$ cat src/hw/rtl/deq_pkg.sv
// deq_pkg: shared types and constants for the double-ended queue
// request and response payload structs, request and status codes, store sizes
// no dependencies
package deq_pkg;

    localparam int DEPTH      = 16;
    localparam int DATA_WIDTH = 32;
    localparam int ADDR_W     = (DEPTH > 1) ? $clog2(DEPTH) : 1;
    localparam int CNT_W      = $clog2(DEPTH + 1);

    // request codes
    typedef enum logic [1:0] {
        REQ_PUSH_FRONT = 2'd0,
        REQ_POP_FRONT  = 2'd1,
        REQ_PUSH_BACK  = 2'd2,
        REQ_POP_BACK   = 2'd3
    } req_code_t;

    // status codes
    localparam logic [1:0] ST_DONE      = 2'd0;
    localparam logic [1:0] ST_POP_EMPTY = 2'd1;
    localparam logic [1:0] ST_PUSH_FULL = 2'd2;

    typedef struct packed {
        logic [1:0]  req_type;
        logic [31:0] push_value;
    } req_t;

    typedef struct packed {
        logic [31:0] front_value;
        logic [31:0] back_value;
        logic [4:0]  entry_count;
        logic        is_empty;
        logic        is_full;
        logic [1:0]  status;
    } rsp_t;

endpackage

$ cat src/hw/rtl/deq_ram.sv
// deq_ram: generic single-write, single-read memory with registered read data
// no dependencies
module deq_ram #(
    parameter int WIDTH = 32,
    parameter int DEPTH = 16
) (
    input  logic                                      clk,
    input  logic                                      we,
    input  logic [((DEPTH > 1) ? $clog2(DEPTH) : 1)-1:0] waddr,
    input  logic [WIDTH-1:0]                          wdata,
    input  logic                                      re,
    input  logic [((DEPTH > 1) ? $clog2(DEPTH) : 1)-1:0] raddr,
    output logic [WIDTH-1:0]                          rdata
);

    logic [WIDTH-1:0] mem [DEPTH];

    // write port and registered read port
    always_ff @(posedge clk)
    begin
        if (we)
        begin
            mem[waddr] <= wdata;
        end
        if (re)
        begin
            rdata <= mem[raddr];
        end
    end

endmodule

$ cat src/hw/rtl/double_ended_queue_top.sv
// double_ended_queue_top: bounded deque held in a circular store
// depends on deq_pkg and deq_ram (two copies of the store, one per read port)
//
// channel   | handshake     | payload
// ----------+---------------+---------------------------------------------
// request   | start / busy  | req  (req_type, push_value)
// response  | done strobe   | rsp  (front, back, count, empty, full, status)
//
// a request runs in order: the transfer cycle updates pointers and writes
// the store, S_READ reads front and back slots into the registered ram outputs,
// and S_RESP presents the response; done pulses for one cycle while the next
// request may already be taken, so a new request may overlap the last response
// reset clears pointers and count; the store itself is not cleared
// the receiver cannot stall, so done never waits
module double_ended_queue_top
    import deq_pkg::*;
(
    input  logic clk,
    input  logic rst_n,
    input  logic start,
    output logic busy,
    input  req_t req,
    output logic done,
    output rsp_t rsp
);

    typedef enum logic [1:0] {
        S_IDLE,
        S_READ,
        S_RESP
    } state_t;

    state_t              state_reg, state_next;
    logic [ADDR_W-1:0]   head_reg, head_next;
    logic [ADDR_W-1:0]   tail_reg, tail_next;
    logic [CNT_W-1:0]    count_reg, count_next;
    logic [1:0]          status_reg, status_next;

    logic                accept;
    logic                is_full_now;
    logic                is_empty_now;
    logic [ADDR_W-1:0]   head_prev;
    logic [ADDR_W-1:0]   head_succ;
    logic [ADDR_W-1:0]   tail_prev;
    logic [ADDR_W-1:0]   tail_succ;
    logic                ram_we;
    logic [ADDR_W-1:0]   ram_waddr;
    logic [DATA_WIDTH-1:0] ram_wdata;
    logic                ram_re;
    logic [DATA_WIDTH-1:0] front_q;
    logic [DATA_WIDTH-1:0] back_q;

    assign busy   = (state_reg == S_READ);
    assign accept = start && !busy;

    // circular index neighbors
    assign head_prev = (head_reg == '0) ? ADDR_W'(DEPTH - 1) : head_reg - 1'b1;
    assign head_succ = (head_reg == ADDR_W'(DEPTH - 1)) ? '0 : head_reg + 1'b1;
    assign tail_prev = (tail_reg == '0) ? ADDR_W'(DEPTH - 1) : tail_reg - 1'b1;
    assign tail_succ = (tail_reg == ADDR_W'(DEPTH - 1)) ? '0 : tail_reg + 1'b1;

    assign is_full_now  = (count_reg == CNT_W'(DEPTH));
    assign is_empty_now = (count_reg == '0);

    // request decode: pointer, count and store write
    always_comb
    begin
        head_next   = head_reg;
        tail_next   = tail_reg;
        count_next  = count_reg;
        status_next = status_reg;
        ram_we      = 1'b0;
        ram_waddr   = tail_reg;
        ram_wdata   = DATA_WIDTH'(req.push_value);
        if (accept)
        begin
            status_next = ST_DONE;
            unique case (req_code_t'(req.req_type))
                REQ_PUSH_FRONT:
                begin
                    if (is_full_now)
                    begin
                        status_next = ST_PUSH_FULL;
                    end
                    else
                    begin
                        head_next  = head_prev;
                        ram_we     = 1'b1;
                        ram_waddr  = head_prev;
                        count_next = count_reg + 1'b1;
                    end
                end
                REQ_PUSH_BACK:
                begin
                    if (is_full_now)
                    begin
                        status_next = ST_PUSH_FULL;
                    end
                    else
                    begin
                        tail_next  = tail_succ;
                        ram_we     = 1'b1;
                        ram_waddr  = tail_reg;
                        count_next = count_reg + 1'b1;
                    end
                end
                REQ_POP_FRONT:
                begin
                    if (is_empty_now)
                    begin
                        status_next = ST_POP_EMPTY;
                    end
                    else
                    begin
                        head_next  = head_succ;
                        count_next = count_reg - 1'b1;
                    end
                end
                REQ_POP_BACK:
                begin
                    if (is_empty_now)
                    begin
                        status_next = ST_POP_EMPTY;
                    end
                    else
                    begin
                        tail_next  = tail_prev;
                        count_next = count_reg - 1'b1;
                    end
                end
                default:
                begin
                    status_next = ST_DONE;
                end
            endcase
        end
    end

    // sequencer: transfer, read, respond
    always_comb
    begin
        state_next = state_reg;
        unique case (state_reg)
            S_IDLE:  state_next = accept ? S_READ : S_IDLE;
            S_READ:  state_next = S_RESP;
            S_RESP:  state_next = accept ? S_READ : S_IDLE;
            default: state_next = S_IDLE;
        endcase
    end

    always_ff @(posedge clk or negedge rst_n)
    begin
        if (!rst_n)
        begin
            state_reg  <= S_IDLE;
            head_reg   <= '0;
            tail_reg   <= '0;
            count_reg  <= '0;
            status_reg <= ST_DONE;
        end
        else
        begin
            state_reg  <= state_next;
            head_reg   <= head_next;
            tail_reg   <= tail_next;
            count_reg  <= count_next;
            status_reg <= status_next;
        end
    end

    // store copies: one read port for the front, one for the back
    assign ram_re = (state_reg == S_READ);

    deq_ram #(
        .WIDTH (DATA_WIDTH),
        .DEPTH (DEPTH)
    ) u_front_ram (
        .clk   (clk),
        .we    (ram_we),
        .waddr (ram_waddr),
        .wdata (ram_wdata),
        .re    (ram_re),
        .raddr (head_reg),
        .rdata (front_q)
    );

    deq_ram #(
        .WIDTH (DATA_WIDTH),
        .DEPTH (DEPTH)
    ) u_back_ram (
        .clk   (clk),
        .we    (ram_we),
        .waddr (ram_waddr),
        .wdata (ram_wdata),
        .re    (ram_re),
        .raddr (tail_prev),
        .rdata (back_q)
    );

    // response assembly; empty queue reads as zero
    assign done = (state_reg == S_RESP);

    always_comb
    begin
        rsp.front_value = is_empty_now ? '0 : 32'(front_q);
        rsp.back_value  = is_empty_now ? '0 : 32'(back_q);
        rsp.entry_count = 5'(count_reg);
        rsp.is_empty    = is_empty_now;
        rsp.is_full     = is_full_now;
        rsp.status      = status_reg;
    end

    // count stays within the store
    assert property (@(posedge clk) disable iff (!rst_n)
        count_reg <= CNT_W'(DEPTH))
    else $error("entry count beyond store depth");

    // a response always follows a read cycle
    assert property (@(posedge clk) disable iff (!rst_n)
        done |-> $past(state_reg == S_READ))
    else $error("response without a preceding read");

    // one transfer moves the count by at most one
    assert property (@(posedge clk) disable iff (!rst_n)
        accept |=> (count_reg == $past(count_reg)) ||
                   (count_reg == $past(count_reg) + 1'b1) ||
                   (count_reg == $past(count_reg) - 1'b1))
    else $error("count moved by more than one");

    // a rejected request leaves the count alone
    assert property (@(posedge clk) disable iff (!rst_n)
        done && (rsp.status != ST_DONE) |-> $stable(count_reg) || $past(accept))
    else $error("rejected request changed the count");

endmodule

$ cat config.mk
export PLATFORM = sky130hd
export DESIGN_NAME = double_ended_queue_top
export DESIGN_NICKNAME = d
export VERILOG_FILES = /design/src/hw/rtl/deq_pkg.sv /design/src/hw/rtl/deq_ram.sv /design/src/hw/rtl/double_ended_queue_top.sv
export SDC_FILE = /design/constraint.sdc
export NUM_CORES = 1
export LEC_CHECK = 0
export ABC_CLOCK_PERIOD_IN_PS = 5890
export BUFFER_PORTS_ARGS = -buffer_cell sky130_fd_sc_hd__buf_2
export CAP_MARGIN = 15
export CELL_PAD_IN_SITES_DETAIL_PLACEMENT = 0
export CELL_PAD_IN_SITES_GLOBAL_PLACEMENT = 1
export CORE_MARGIN = 2
export CORE_UTILIZATION = 30
export DETAILED_ROUTE_END_ITERATION = 8
export MAX_ROUTING_LAYER = met4
export PLACE_DENSITY = 0.5
export SYNTH_ARGS = -nofsm -noshare
export SYNTH_HDL_FRONTEND = slang
export SYNTH_SLANG_ARGS = --single-unit
$ cat constraint.sdc
create_clock -name clk -period 5.89 [get_ports clk]
set_clock_uncertainty 0.1 [all_clocks]
set_input_delay 1.178 -clock clk [delete_from_list [all_inputs] [get_ports clk]]
set_output_delay 1.178 -clock clk [all_outputs]
set_load 0.03 [all_outputs]
==> flow_metrics.py, run 1 <==
metrics = {
    "run_status": {
        "outcome": "finished, final reports clean",
    },
    "cells_and_area": {
        "final_cell_mix": "edfxtp_1, mux4_2, a22oi_1",
        "nets": 1801,
        "drive_gt1_frac": 0.258,
        "syn2layout_area_growth_pct": 16.1,
        "diodes": 0,
        "fin_cells": 2968,
        "largest_register_ffs": 480,
        "largest-register": "u_front_ram.mem",
        "final_common_cell": "edfxtp_1",
        "fillCellCount": 8450,
    },
    "clocking": {
        "postCtsSetupRepairBufs": 0,
        "clock_latency_ps": 610,
        "cts_buffers": 69,
        "tritoncts": "done",
        "numClockSinks": 593,
        "cts.hold.buffers_added": 0,
        "post_cts_resized": 0,
        "clock-root-buffer": "clkbuf_16",
        "clkSlewWorstSetupHoldPaths_ps": 60,
        "clock_path_buffers": 3,
        "cts_max_level": 3,
    },
    "critical_path": {
        "critical_path.max_stage_delay_ps": 650,
        "timing.rr.start": "tail_reg[1]",
        "r2r_slack_ps": 1740,
        "crit_path_start_kind": "flop",
        "crit_chain": "or4_1 -> nor2_4 -> buf_4 -> nor2b_1 -> buf_2",
        "critPathMaxFanout": 67,
        "critPathKind": "reg2out",
        "cp.arrival_ps": 2910,
        "critPathCaptureType": "output port",
        "critical-path-slowest-cell": "buf_4",
        "required_ps": 4610,
        "reg2reg_depth": 8,
        "reg2reg_to": "u_back_ram.rdata[26]",
    },
    "global_routing": {
        "grt_overflow": 0,
        "grt_max_degree": 103,
        "antenna_found_initial": 2,
        "grt_pass1_vias": 17200,
        "grt_pass1_wl_um": 125000,
        "grt.total_usage": 0.197,
    },
    "timing": {
        "slew_violations": 0,
        "hold_viol_final": 0,
        "min_period_over_period": 0.711,
        "rsz0062_at_grt": "false",
        "min_period_ps": 4190,
        "whs_ps": 356,
        "worst_pin_slew_ps": 1170,
        "layout_setup_ws_ps": 1700,
        "slew_headroom": 0.219,
        "fmax_ghz": 0.239,
        "setup_viol": 0,
        "setup_tns_ps": 0,
    },
    "hold_path": {
        "hold_end": "state_reg[0]",
        "worstHoldStart": "state_reg[0]",
        "hold_depth": 1,
        "hp-class": "reg2reg",
    },
    "yosys": {
        "syn_area_mm2": 0.0269,
        "synthFlopType": "edfxtp_1",
        "ys_warn_count": 0,
        "synthArstFlopShare": 0.0287,
        "syn-num-nets": 1694,
        "synth_seq_area_share": 0.659,
        "netlist_instances": 1649,
        "post_synth_num_cell_types": 58,
        "ys_seq_elements": 593,
        "avgSynthCellArea_um2": 16.3,
        "synth_enable_flop_cells": 576,
    },
    "detailed_routing": {
        "drt-total-wl_um": 87900,
        "wire_per_inst_um": 29.6,
        "first_pass_iters": 5,
        "drtAntennaViolNets": 0,
        "viasPerCell": 5.58,
        "first_iter_violations": 1314,
        "route.detailed.drc": 0,
        "via_count": 16600,
    },
    "placement": {
        "io_buffers": 111,
        "placed_cells": 2850,
        "pre_cts_ws_ps": 1430,
        "place_congestion": 0.778,
        "dp_hpwl_um": 51600,
    },
    "power": {
        "p_total_mw": 18.2,
        "vdd_drop_max_v": 0.000517,
        "p_per_area_mw_per_mm2": 582,
        "leakage_nw": 10.2,
    },
    "floorplanning": {
        "fp.coreArea_mm2": 0.0886,
        "start_util": 0.303,
        "die_area_mm2": 0.0920,
        "die_w_um": 303,
        "boundaryPins": 112,
        "die_y_um": 303,
        "rows": 109,
    },
    "run": {
        "cap_violations": 0,
    },
}
per-stage QoR:
stage,util,cell area [um2]
detailed placement,0.327,29000
finish,0.352,31200
CTS,0.352,31200
floorplan,-,26900
global placement,0.327,29000
global route,0.352,31200
per-layer routing:
| layer | up-vias | wire length, um | GRT usage |
|---|---|---|---|
| li1 | 6992 | - | - |
| met1 | 8808 | 39300 | 0.273 |
| met2 | 637 | 40900 | 0.301 |
| met3 | 113 | 5960 | 0.0319 |
| met4 | 0 | 1800 | 0.0531 |
| met5 | - | 0 | - |
worst max-delay path by stage:
stage	from	end	slack [ps]
floorplan	state_reg[1]	u_front_ram.mem[0][0]	740
detailed placement	req[32]	u_front_ram.mem[3][20]	1430
finish	count_reg[0]	rsp[27]	1700
CTS	count_reg[0]	rsp[59]	1570
global placement	req[32]	u_front_ram.mem[8][23]	1500
global route	count_reg[0]	rsp[59]	1480
kinds of logic (layout without fill, tap and decap cells):
family / Yosys count / after routing / share of synthesized area
and+or+nand+nor: 289 / 289 / 0.0529
muxes: 255 / 255 / 0.164
AOI/OAI and AO/OA: 360 / 360 / 0.0942
DFF: 593 / 593 / 0.659
buffers and inverters: 133 / 287 / 0.0221
xor gates and xnor gates: 11 / 11 / 0.00358
adders and majority gates: 8 / 8 / 0.00400
synth_stat cells, drive strengths merged, types with 3 or more instances:
cell type    n  area [um2]
edfxtp     576       17300
mux4       147        3310
a22oi      120         901
nand2      102         390
mux2i       93         931
a21oi       84         420
clkbuf      78         293
nor2b       70         438
buf         48         275
nor2        41         154
nand3       33         165
o211ai      24         180
a22o        22         193
o21ai       21         105
or3         21         131
dfrtp       17         425
a31oi       16         100
a221oi      15         131
mux2        15         169
o221ai      10        87.6
a32oi        9        78.8
ha           7        87.6
inv          7        26.3
nor3         6        30.0
o31ai        6        45.0
xnor2        6        52.6
nand2b       5        31.3
o2111ai      5        43.8
o311a        5        50.1
xor2         5        43.8
a21o         4        30.0
a31o         4        35.0
a211oi       3        27.5
o22ai        3        18.8
power by group:
| group | internal (mW) | leakage (nW) | total [mW] | switching (mW) |
|---|---|---|---|---|
| clock network | 2.59 | 1.09 | 4.32 | 1.73 |
| registers | 5.23 | 5.42 | 5.70 | 0.471 |
| logic | 3.02 | 3.67 | 8.14 | 5.12 |
| total | 10.9 | 10.2 | 18.2 | 7.32 |
worst max-delay path, delay by kind of cell (launching register included):
kind | cells | cell delay, ps
flops | 1 | 450
simple gates | 3 | 890
buf+inv | 2 | 870
layout make-up:
type | instances | area (um2) | area share
sequential | 593 | 17700 | 0.568
multi-input combinational | 923 | 8780 | 0.281
clock buffer | 85 | 1830 | 0.0586
tap | 1165 | 1460 | 0.0467
timing repair buffer | 162 | 1000 | 0.0321
clock inverter | 33 | 395 | 0.0127
inverter | 7 | 26.3 | 0.000841
Power figures use the tool's default switching activity.
==> run 2, diff against run 1 <==
ABC_CLOCK_PERIOD_IN_PS = 3800   (was 5890)
clock period = 3.8 ns   (was 5.89 ns; I/O delays follow)
==> flow_metrics.py, run 2 (synthesis gave the netlist of run 1 again) <==
metrics = {
    "clocking": {
        "cts_buffers": 70,
        "clock-root-buffer": "clkbuf_16",
        "tritoncts": "done",
        "numClockSinks": 593,
        "clock_path_buffers": 3,
        "postCtsSetupRepairBufs": 0,
        "post_cts_resized": 0,
        "clock_latency_ps": 610,
        "clkSlewWorstSetupHoldPaths_ps": 50,
        "cts_max_level": 3,
    },
    "global_routing": {
        "grt_overflow": 0,
        "grt.total_usage": 0.208,
        "grt_max_degree": 113,
        "antenna_found_initial": 4,
        "grt_pass1_vias": 17500,
        "grt_pass1_wl_um": 130000,
    },
    "power": {
        "leakage_nw": 10.5,
        "p_total_mw": 28.8,
        "swShare": 0.402,
        "p_per_area_mw_per_mm2": 901,
        "internal_power_mw": 17.2,
        "p_sw_mw": 11.6,
        "seq_power_share": 0.297,
        "clock_power_share": 0.234,
        "vdd_drop_max_v": 0.000826,
        "combinationalPowerShare": 0.469,
    },
    "detailed_routing": {
        "first_pass_iters": 5,
        "drt-total-wl_um": 93100,
        "route.detailed.drc": 0,
        "via_count": 16900,
        "first_iter_violations": 1891,
        "drtAntennaViolNets": 0,
        "viasPerCell": 5.60,
        "wire_per_inst_um": 30.8,
    },
    "placement": {
        "io_buffers": 111,
        "dp_hpwl_um": 53400,
        "pre_cts_ws_ps": 500,
        "placed_cells": 2895,
        "place_congestion": 0.809,
    },
    "floorplanning": {
        "boundaryPins": 112,
        "die_w_um": 303,
        "fp.coreArea_mm2": 0.0886,
        "start_util": 0.303,
        "rows": 109,
        "die_area_mm2": 0.0920,
        "die_y_um": 303,
    },
    "timing": {
        "rsz0062_at_grt": "false",
        "fmax_ghz": 0.299,
        "min_period_ps": 3340,
        "hold_viol_final": 0,
        "setup_viol": 0,
        "setup_tns_ps": 0,
        "slew_headroom": 0.231,
        "layout_setup_ws_ps": 455,
        "worst_pin_slew_ps": 1150,
        "min_period_over_period": 0.880,
        "slew_violations": 0,
    },
    "cells_and_area": {
        "syn2layout_area_growth_pct": 18.8,
        "fin_cells": 3022,
        "largest-register": "u_front_ram.mem",
        "nets": 1848,
        "drive_gt1_frac": 0.276,
        "fillCellCount": 8357,
        "largest_register_ffs": 480,
        "final_cell_mix": "edfxtp_1, mux4_2, a22oi_1",
        "final_common_cell": "edfxtp_1",
    },
    "run_status": {
        "outcome": "finished, final reports clean",
    },
    "critical_path": {
        "critPathMaxFanout": 67,
        "reg2reg_to": "u_back_ram.rdata[24]",
        "required_ps": 2940,
        "timing.rr.start": "tail_reg[1]",
        "cp.arrival_ps": 2480,
        "r2r_slack_ps": 460,
        "crit_path_end": "rsp[57]",
        "crit_path_start_kind": "flop",
        "critPathCaptureType": "output port",
        "critPathKind": "reg2out",
        "crit_path_start": "count_reg[0]",
        "reg2reg_depth": 9,
    },
    "hold_path": {
        "hp-class": "in2reg",
    },
    "run": {
        "cap_violations": 0,
    },
}
## run 2: cell types whose count changed in the layout (fill, tap and decap cells not counted), moves of 2 or more
cell	delta
buf_4	+20
clkbuf_16	+3
clkbuf_1	-2
clkinv_1	+6
buf_12	+25
clkinv_2	-2
diode_2	+3
inv_6	+2
bufinv_16	-2
## run 2: stage by stage
stage / utilization / area (um2) / hold slack, ps
6_report: 0.360 / 31900 / 334
5_1_grt: 0.360 / 31900 / 331
4_1_cts: 0.360 / 31900 / 301
3_5_place_dp: 0.334 / 29600 / 354
3_3_place_gp: 0.334 / 29600 / 341
2_1_floorplan: - / 26900 / 326
## run 2: critical path: stages, from the launching register on
cell	delay, ps
dfrtp_1	440
or4_1	640
nor2_4	140
buf_12	300
nor2b_1	120
buf_2	200
## run 2: cell type report
type,count,area [um2],area share
Multi-Input combinational cell,923,8770,0.275
Inverter,7,26.3,0.000823
Clock inverter,36,365,0.0114
Clock buffer,87,1910,0.0598
Tap cell,1165,1460,0.0456
Sequential cell,593,17700,0.555
Antenna cell,3,7.51,0.000235
Timing Repair Buffer,208,1660,0.0520
## run 2: timing repair
action,CTS,global route
endpoints found under the hold margin,1,0
setup endpoints to repair,0,0
hold buffers,1,0
## run 2: how the worst min path moves through the flow
stage	start	to	slack, ps	cells past startpoint
4_1_cts	start	state_reg[0]	300	2
3_3_place_gp	state_reg[0]	state_reg[0]	340	1
6_report	start	state_reg[0]	330	2
5_1_grt	start	state_reg[0]	330	2
3_5_place_dp	state_reg[0]	state_reg[0]	350	1
2_1_floorplan	state_reg[0]	state_reg[0]	330	1
## run 2: metal layers
layer	up-vias	share of wire	global-route usage
met5	-	0	-
met4	0	0.023	0.0589
li1	7100	-	-
met3	121	0.069	0.0391
met1	8994	0.45	0.288
met2	709	0.46	0.313
## run 2: power by group through the flow
stage	sequential (mW)	clock (mW)	combinational (mW)
floorplan	8.45	0	8.49
CTS	8.56	6.89	13.5
finish	8.56	6.73	13.5
global route	8.61	7.13	14.3
global placement	8.69	0	13.5
detailed placement	8.68	0	13.5
